**src/usgp_pkg.sv**
```systemverilog
// Package: shared types and constants for the sphere grid point block.
`default_nettype none
package usgp_pkg;
    localparam int MAX_STEPS_DEF  = 255;
    localparam int ANGLE_BITS_DEF = 16;
    localparam int STEP_W         = 8;
    localparam int RAD_W          = 16;
    localparam int CFG_W          = 16;
    localparam int IDX_W          = 2;

    localparam logic [IDX_W-1:0] REG_WIDTH  = 2'd0;
    localparam logic [IDX_W-1:0] REG_HEIGHT = 2'd1;
    localparam logic [IDX_W-1:0] REG_RADIUS = 2'd2;

    localparam logic [1:0] ST_OK      = 2'd0;
    localparam logic [1:0] ST_VCOUNT  = 2'd1;
    localparam logic [1:0] ST_OUTSIDE = 2'd2;

    // Odd Taylor coefficients of sin(pi/2*x), unsigned Q30.
    localparam logic [31:0] C1 = 32'd1686629713;
    localparam logic [31:0] C3 = 32'd693598668;
    localparam logic [31:0] C5 = 32'd85569306;
    localparam logic [31:0] C7 = 32'd5026995;
    localparam logic [31:0] C9 = 32'd172272;

    typedef struct packed {
        logic [7:0] ring;
        logic [7:0] segment;
    } t_in;

    typedef struct packed {
        logic signed [15:0] normal_x;
        logic signed [15:0] normal_y;
        logic signed [15:0] normal_z;
        logic signed [31:0] pos_x;
        logic signed [31:0] pos_y;
        logic signed [31:0] pos_z;
        logic [16:0]        tex_u;
        logic [16:0]        tex_v;
        logic               quad_valid;
        logic [15:0]        first_index;
        logic [15:0]        second_index;
        logic [1:0]         status;
    } t_out;
endpackage
`default_nettype wire

```
**src/usgp_div_cell.sv**
```systemverilog
// Restoring divider cell: one quotient bit per cell, handing the partial remainder down the row.
`default_nettype none
module usgp_div_cell import usgp_pkg::*; #(
    parameter int NW = 26,
    parameter int DW = 9,
    parameter int QW = 26,
    parameter int BIT = 0
) (
    input  wire logic          i_clk,
    input  wire logic          i_en,
    input  wire logic [NW-1:0] i_num,
    input  wire logic [DW-1:0] i_den,
    input  wire logic [DW:0]   i_rem,
    input  wire logic [QW-1:0] i_quo,
    output logic      [NW-1:0] o_num,
    output logic      [DW-1:0] o_den,
    output logic      [DW:0]   o_rem,
    output logic      [QW-1:0] o_quo
);
    logic [DW+1:0] w_trial;
    logic [DW+1:0] w_diff;
    logic [DW:0]   n_rem;
    logic [QW-1:0] n_quo;

    always_comb begin
        w_trial = {i_rem, i_num[BIT]};
        w_diff  = w_trial - {2'b00, i_den};
        n_quo   = i_quo;
        if (!w_diff[DW+1]) begin
            n_rem      = w_diff[DW:0];
            n_quo[BIT] = 1'b1;
        end else begin
            n_rem      = w_trial[DW:0];
            n_quo[BIT] = 1'b0;
        end
    end

    always_ff @(posedge i_clk) begin
        if (i_en) begin
            o_num <= i_num;
            o_den <= i_den;
            o_rem <= n_rem;
            o_quo <= n_quo;
        end
    end
endmodule
`default_nettype wire

```
**src/usgp_divider.sv**
```systemverilog
// Pipelined divider built as a row of restoring cells, one quotient bit per cell.
`default_nettype none
module usgp_divider import usgp_pkg::*; #(
    parameter int NW = 26,
    parameter int DW = 9
) (
    input  wire logic          i_clk,
    input  wire logic          i_en,
    input  wire logic [NW-1:0] i_num,
    input  wire logic [DW-1:0] i_den,
    output logic      [NW-1:0] o_quo
);
    logic [NW-1:0] w_num [NW+1];
    logic [DW-1:0] w_den [NW+1];
    logic [DW:0]   w_rem [NW+1];
    logic [NW-1:0] w_quo [NW+1];

    assign w_num[0] = i_num;
    assign w_den[0] = i_den;
    assign w_rem[0] = '0;
    assign w_quo[0] = '0;

    for (genvar g = 0; g < NW; g++) begin : g_cell
        usgp_div_cell #(.NW(NW), .DW(DW), .QW(NW), .BIT(NW-1-g)) u_cell (
            .i_clk (i_clk), .i_en (i_en),
            .i_num (w_num[g]), .i_den (w_den[g]), .i_rem (w_rem[g]), .i_quo (w_quo[g]),
            .o_num (w_num[g+1]), .o_den (w_den[g+1]), .o_rem (w_rem[g+1]),
            .o_quo (w_quo[g+1])
        );
    end

    assign o_quo = w_quo[NW];
endmodule
`default_nettype wire

```
**config.mk**
```make
export PLATFORM = sky130hd
export DESIGN_NAME = usgp_divider
export DESIGN_NICKNAME = d
export VERILOG_FILES = /design/src/usgp_pkg.sv /design/src/usgp_div_cell.sv /design/src/usgp_divider.sv
export SDC_FILE = /design/constraint.sdc
export NUM_CORES = 1
export LEC_CHECK = 0
export ABC_AREA = 1
export BUFFER_PORTS_ARGS = -buffer_cell sky130_fd_sc_hd__clkbuf_2
export CAP_MARGIN = 15
export CORE_MARGIN = 2
export CORE_UTILIZATION = 45
export CTS_CLUSTER_DIAMETER = 50
export DETAILED_ROUTE_END_ITERATION = 6
export REMOVE_ABC_BUFFERS = 1
export SLEW_MARGIN = 20
export SYNTH_ARGS = -nofsm -noshare
export SYNTH_HDL_FRONTEND = slang
export SYNTH_HIERARCHICAL = 1
export SYNTH_SLANG_ARGS = --single-unit
```
**constraint.sdc**
```tcl
create_clock -name i_clk -period 2.9 [get_ports i_clk]
set_input_delay 0.29 -clock i_clk [delete_from_list [all_inputs] [get_ports i_clk]]
set_output_delay 0.29 -clock i_clk [all_outputs]
set_load 0.005 [all_outputs]
```
Word level (Yosys, flattened, before mapping)
Cells that the tools add are included.
{"block": "word_totals", "elab_cells": 179, "ff_bits": 1151, "inputBits": 37}
{"block": "classes", "muxes": 51, "add_sub_neg": 26}
{"cell": "$sub A11 B9 Y11", "n": 25}
{"cell": "$mux W10", "n": 24}
{"cell": "$mux W1", "n": 27}
{"cell": "$sub A1 B9 Y10", "n": 1}

Logic depth before layout (Yosys ltp)
{"block": "depth", "ltp_word": 2, "depth_mapped": 13, "depth_no_buf": 12}

Modules after synthesis
The synthesis kept the hierarchy.
{"mod": "usgp_div_cell (g_cell[0].u_cell ...)", "area_per_inst_um2": 2874.0, "instances": 17, "cells_per_inst": 214}
{"mod": "usgp_div_cell (g_cell[25].u_cell ...)", "area_per_inst_um2": 2852.7, "instances": 9, "cells_per_inst": 216}
{"mod": "usgp_divider", "area_per_inst_um2": 3.8, "instances": 1, "cells_per_inst": 1}

Worst setup path after synthesis
No wires, ideal clock.
{"block": "synth_timing", "path_type": "register to register", "start": "reg g_cell[24].u_cell.o_num[0]", "end": "reg, netlist name g_cell[25].u_cell/o_rem[1]", "period_less_slack_ns": 1.829, "t_arrival_ns": 1.577, "path_slack_ns": 1.071, "setup_ns": 0.252, "required_time_ns": 2.648, "stages_incl_launch_ff": 11, "n_path_buf": 1, "path_cell_list": "edfxtp_1 > inv_1 > ha_1 > fa_1 > inv_1 > nand3_1 > nand3_1 > nand2_1 > buf_4 > nand3_1 > nand2_1"}
{"item": "from (decl)", "line": "usgp_div_cell.sv:15", "rtl": "output logic [NW-1:0] o_num,"}
{"item": "from (signal assigned)", "line": "usgp_div_cell.sv:40", "rtl": "o_num <= i_num;"}

Worst setup path after layout
{"block": "layout_timing", "start": "reg g_cell[1].u_cell.o_den[0]", "end": "reg g_cell[2].u_cell.o_rem[6], data pin"}
{"block": "layout_via", "elab_chain_cells": 2}
{"item": "from (decl)", "line": "usgp_div_cell.sv:16", "rtl": "output logic [DW-1:0] o_den,"}
{"item": "from (signal assigned)", "line": "usgp_div_cell.sv:41", "rtl": "o_den <= i_den;"}
{"item": "$sub A11 B9 Y11", "line": "usgp_div_cell.sv:27", "rtl": "w_diff = w_trial - {2'b00, i_den};"}
{"item": "$mux W10", "line": "usgp_div_cell.sv:29", "rtl": "if (!w_diff[DW+1]) begin"}
{"item": "named net g_cell[2].u_cell.n_rem[6]", "line": "usgp_div_cell.sv:22", "rtl": "logic [DW:0] n_rem;"}
{"item": "to (signal assigned)", "line": "usgp_div_cell.sv:42", "rtl": "o_rem <= n_rem;"}
{"item": "to (decl)", "line": "usgp_div_cell.sv:17", "rtl": "output logic [DW:0] o_rem,"}
The timed path passes the listed nets, and every way through them passes these cells.
A chain may end at the register's enable or synchronous reset.

==> report_table.html <==
<table>
<tr><th>Metric</th><th>Value</th></tr>
<tr><th colspan="2">Clocking</th></tr>
<tr><td>Setup fix buffers added after clock tree synthesis</td><td>0</td></tr>
<tr><td>Total CTS buffers</td><td>145</td></tr>
<tr><td>H-tree levels</td><td>4</td></tr>
<tr><td>TritonCTS clock tree</td><td>done</td></tr>
<tr><td>Maximum buffer depth of the clock tree</td><td>3</td></tr>
<tr><td>Master cell of the clock root buffer</td><td>sky130_fd_sc_hd__clkbuf_16</td></tr>
<tr><td>Latest clock arrival within the worst-skew pair</td><td>0.74 ns</td></tr>
<tr><td>Clock transition at path regs</td><td>0.06 ns</td></tr>
<tr><td>CTS resizes</td><td>0</td></tr>
<tr><td>TritonCTS Sinks</td><td>1151</td></tr>
<tr><th colspan="2">Setup path</th></tr>
<tr><td>Worst setup path class</td><td>flop to flop</td></tr>
<tr><td>Cell type group with the largest total delay on the critical path</td><td>simple AND/OR/NAND/NOR gates</td></tr>
<tr><td>Cells traversed along the worst timing path</td><td>ha_1 -&gt; fa_1 -&gt; inv_1 -&gt; nand3_1 -&gt; nand4_1 -&gt; nand2_2 -&gt; nand2_1 -&gt; nand2_1</td></tr>
<tr><td>CP startpoint kind</td><td>flop</td></tr>
<tr><td>Critical path data arrival time</td><td>2.93 ns</td></tr>
<tr><td>Most frequent CP cell</td><td>sky130_fd_sc_hd__nand2_1</td></tr>
<tr><td>Highest net fanout along the worst path</td><td>11</td></tr>
<tr><td>Cell with the biggest individual delay on the critical path</td><td>sky130_fd_sc_hd__fa_1</td></tr>
<tr><td>Capturing element type of the critical path</td><td>flop</td></tr>
<tr><td>Number of gates on the worst path with buffers counted</td><td>8</td></tr>
<tr><td>Worst Path Required</td><td>3.37 ns</td></tr>
<tr><td>Number of buffers and inverters on the critical path</td><td>1</td></tr>
<tr><td>Worst Reg-to-Reg Cells</td><td>8</td></tr>
<tr><td>Critical Path Max Stage Delay</td><td>0.45 ns</td></tr>
<tr><th colspan="2">Timing</th></tr>
<tr><td>Time the worst path needs with I/O delays and setup</td><td>2.46 ns</td></tr>
<tr><td>Fraction of the cycle the final worst path needs</td><td>84.7%</td></tr>
<tr><td>Maximum frequency from static timing analysis</td><td>407 MHz</td></tr>
<tr><td>Final Hold Violating Endpoints</td><td>0</td></tr>
<tr><td>Sum of negative setup slack</td><td>0 ns</td></tr>
<tr><td>Max-slew violation count</td><td>0</td></tr>
<tr><td>Clock skew after layout</td><td>0.0332 ns</td></tr>
<tr><td>Setup repair after global routing missed its margin</td><td>no</td></tr>
<tr><td>Worst-Margin Slew</td><td>0.713 ns</td></tr>
<tr><td>Final setup fails</td><td>0</td></tr>
<tr><td>Worst slew slack as a fraction of its limit</td><td>52.5%</td></tr>
<tr><th colspan="2">Floorplanning</th></tr>
<tr><td>Area of the die</td><td>0.121 mm²</td></tr>
<tr><td>I/O Pins</td><td>63</td></tr>
<tr><td>Core box area</td><td>0.118 mm²</td></tr>
<tr><td>Site Rows</td><td>126</td></tr>
<tr><td>Chip height</td><td>348 µm</td></tr>
<tr><td>Die X-Extent</td><td>348 µm</td></tr>
<tr><td>Starting density of the core</td><td>45.2%</td></tr>
<tr><th colspan="2">Global routing</th></tr>
<tr><td>Via count of the first global-routing pass</td><td>30800</td></tr>
<tr><td>Number of antenna violations at the first check in global routing</td><td>0</td></tr>
<tr><td>Residual overflow from global routing</td><td>0</td></tr>
<tr><td>Maximum number of pins on one net before global-route repair</td><td>104</td></tr>
<tr><td>All-Layer GR Usage</td><td>16.0%</td></tr>
<tr><td>First-pass GRT wire length</td><td>156 mm</td></tr>
<tr><th colspan="2">Power</th></tr>
<tr><td>Worst IR Drop VDD</td><td>0.640 mV</td></tr>
<tr><td>Post-layout power</td><td>60.9 mW</td></tr>
<tr><td>Total power divided by cell area</td><td>1010 mW/mm²</td></tr>
<tr><td>Static leakage power</td><td>26.8 nW</td></tr>
<tr><th colspan="2">Route</th></tr>
<tr><td>Detail-routed via count per cell</td><td>4.76</td></tr>
<tr><td>First-pass iteration count of the detailed router</td><td>6</td></tr>
<tr><td>DRC errors left</td><td>0</td></tr>
<tr><td>DRT iter0 DRCs</td><td>1930</td></tr>
<tr><td>Final ANT Viol Nets</td><td>0</td></tr>
<tr><td>Total number of vias</td><td>31700</td></tr>
<tr><td>DRT Wirelength</td><td>95.6 mm</td></tr>
<tr><td>Per-cell routed wire length</td><td>14.3 µm</td></tr>
<tr><th colspan="2">Placed design</th></tr>
<tr><td>Count of buffers inserted at the top-level ports</td><td>62</td></tr>
<tr><td>DP Wirelength</td><td>67.5 mm</td></tr>
<tr><td>DP Area</td><td>0.0554 mm²</td></tr>
<tr><td>Placer congestion estimate</td><td>0.889</td></tr>
<tr><th colspan="2">Finish</th></tr>
<tr><td>Core Util, Final</td><td>51.3%</td></tr>
<tr><td>N_diodes</td><td>0</td></tr>
<tr><td>Post-route design area</td><td>0.0604 mm²</td></tr>
<tr><td>Multi-input gate area in the final layout</td><td>0.0154 mm²</td></tr>
<tr><td>Storage element area</td><td>0.0346 mm²</td></tr>
<tr><td>Fillers</td><td>10200</td></tr>
<tr><td>Final net count</td><td>5320</td></tr>
<tr><td>Signed area change from the synthesized netlist to the final layout</td><td>13.4%</td></tr>
<tr><td>Ratio of cells with drive above 1 in the final layout</td><td>10.6%</td></tr>
<tr><th colspan="2">Min path</th></tr>
<tr><td>Min-Delay Path Class</td><td>input pin to flop</td></tr>
<tr><td>Number of stages on the worst hold path</td><td>2</td></tr>
<tr><th colspan="2">Synth</th></tr>
<tr><td>Synthesized instance count</td><td>4790</td></tr>
<tr><td>Synthesis Warnings</td><td>6</td></tr>
<tr><td>Mean instance size in the synthesized netlist</td><td>11.1 µm²</td></tr>
<tr><td>Synth Cell Area</td><td>0.0532 mm²</td></tr>
<tr><th colspan="2">Run</th></tr>
<tr><td>Maximum Capacitance Violations</td><td>0</td></tr>
<tr><th colspan="2">Outcome</th></tr>
<tr><td>Status</td><td>finished clean</td></tr>
</table>
[metal layers]
layer / up-vias / track usage, % / routed length [µm]
li1: 16300 / - / -
met1: 14700 / 21.7 / 44800
met2: 545 / 25.8 / 44200
met3: 214 / 2.75 / 3560
met4: 0 / 6.41 / 3100
met5: - / 0 / 0
[path summary, 6_finish.rpt]
| kind | start | end | slack [ns] |
|---|---|---|---|
| max reg2reg | g_cell[1].u_cell/o_den[0] | g_cell[2].u_cell/o_rem[6] | 0.44 |
| min | i_num[8] | g_cell[0].u_cell/o_num[8] | 0.25 |
| max | g_cell[1].u_cell/o_den[0] | g_cell[2].u_cell/o_rem[6] | 0.44 |
| min reg2reg | g_cell[17].u_cell/o_quo[16] | g_cell[18].u_cell/o_quo[16] | 0.40 |
[sequential cells by signal, summed over array words and instances, names as in the netlist]
register             cells
g_cell.u_cell/o_quo    351
g_cell.u_cell/o_num    325
g_cell.u_cell/o_den    225
g_cell.u_cell/o_rem    250
[report_power, final]
part / total, mW / leakage (nW) / internal, mW / switching, mW
clock network: 17.1 / 2.21 / 10.2 / 6.83
registers: 24.4 / 11.3 / 22.5 / 1.85
logic: 19.5 / 13.2 / 6.90 / 12.6
[per-stage QoR]
| stage | cells | hold slack, ns | setup WS [ns] |
|---|---|---|---|
| floorplan | 4735 | 0.389 | 0.919 |
| global placement | 6377 | 0.400 | 0.389 |
| detailed placement | 6377 | 0.405 | 0.426 |
| CTS | 6674 | 0.189 | 0.413 |
| global route | 6674 | 0.223 | 0.257 |
| finish | 6674 | 0.252 | 0.444 |
[area by class of cell]
cell class / instances / area share, %
clock buffer: 172 / 6.29
clock inverter: 89 / 1.34
tap: 1536 / 3.18
inverter: 716 / 4.45
multi-input combinational: 2868 / 25.5
timing repair buffer: 142 / 1.97
sequential: 1151 / 57.3
[timing repair]
action	in CTS	in global routing
hold buffers	36	0
setup endpoints to repair	0	0
endpoints found under the hold margin	57	0
[placed cells by master (no fill, tap or decap), types with 14 or more instances in the layout]
cell and n:
sky130_fd_sc_hd__a21oi_1 85, sky130_fd_sc_hd__nand2_1 1469, sky130_fd_sc_hd__ha_1 233, sky130_fd_sc_hd__clkinv_1 28, sky130_fd_sc_hd__nand3_1 426, sky130_fd_sc_hd__xor2_1 92, sky130_fd_sc_hd__fa_1 26, sky130_fd_sc_hd__or2_2 25
sky130_fd_sc_hd__xnor2_1 25, sky130_fd_sc_hd__a21oi_2 17, sky130_fd_sc_hd__nand2_2 86, sky130_fd_sc_hd__buf_12 14, sky130_fd_sc_hd__clkbuf_16 148, sky130_fd_sc_hd__nor2_2 52, sky130_fd_sc_hd__inv_1 716, sky130_fd_sc_hd__nand4_2 17
sky130_fd_sc_hd__edfxtp_1 1151, sky130_fd_sc_hd__clkbuf_1 24, sky130_fd_sc_hd__nand4_1 34, sky130_fd_sc_hd__clkbuf_2 61, sky130_fd_sc_hd__dlygate4sd3_1 36, sky130_fd_sc_hd__conb_1 22, sky130_fd_sc_hd__nand3_2 34, sky130_fd_sc_hd__inv_6 15
sky130_fd_sc_hd__nor2_1 225, sky130_fd_sc_hd__buf_4 30
Power figures use the tool's default switching activity.
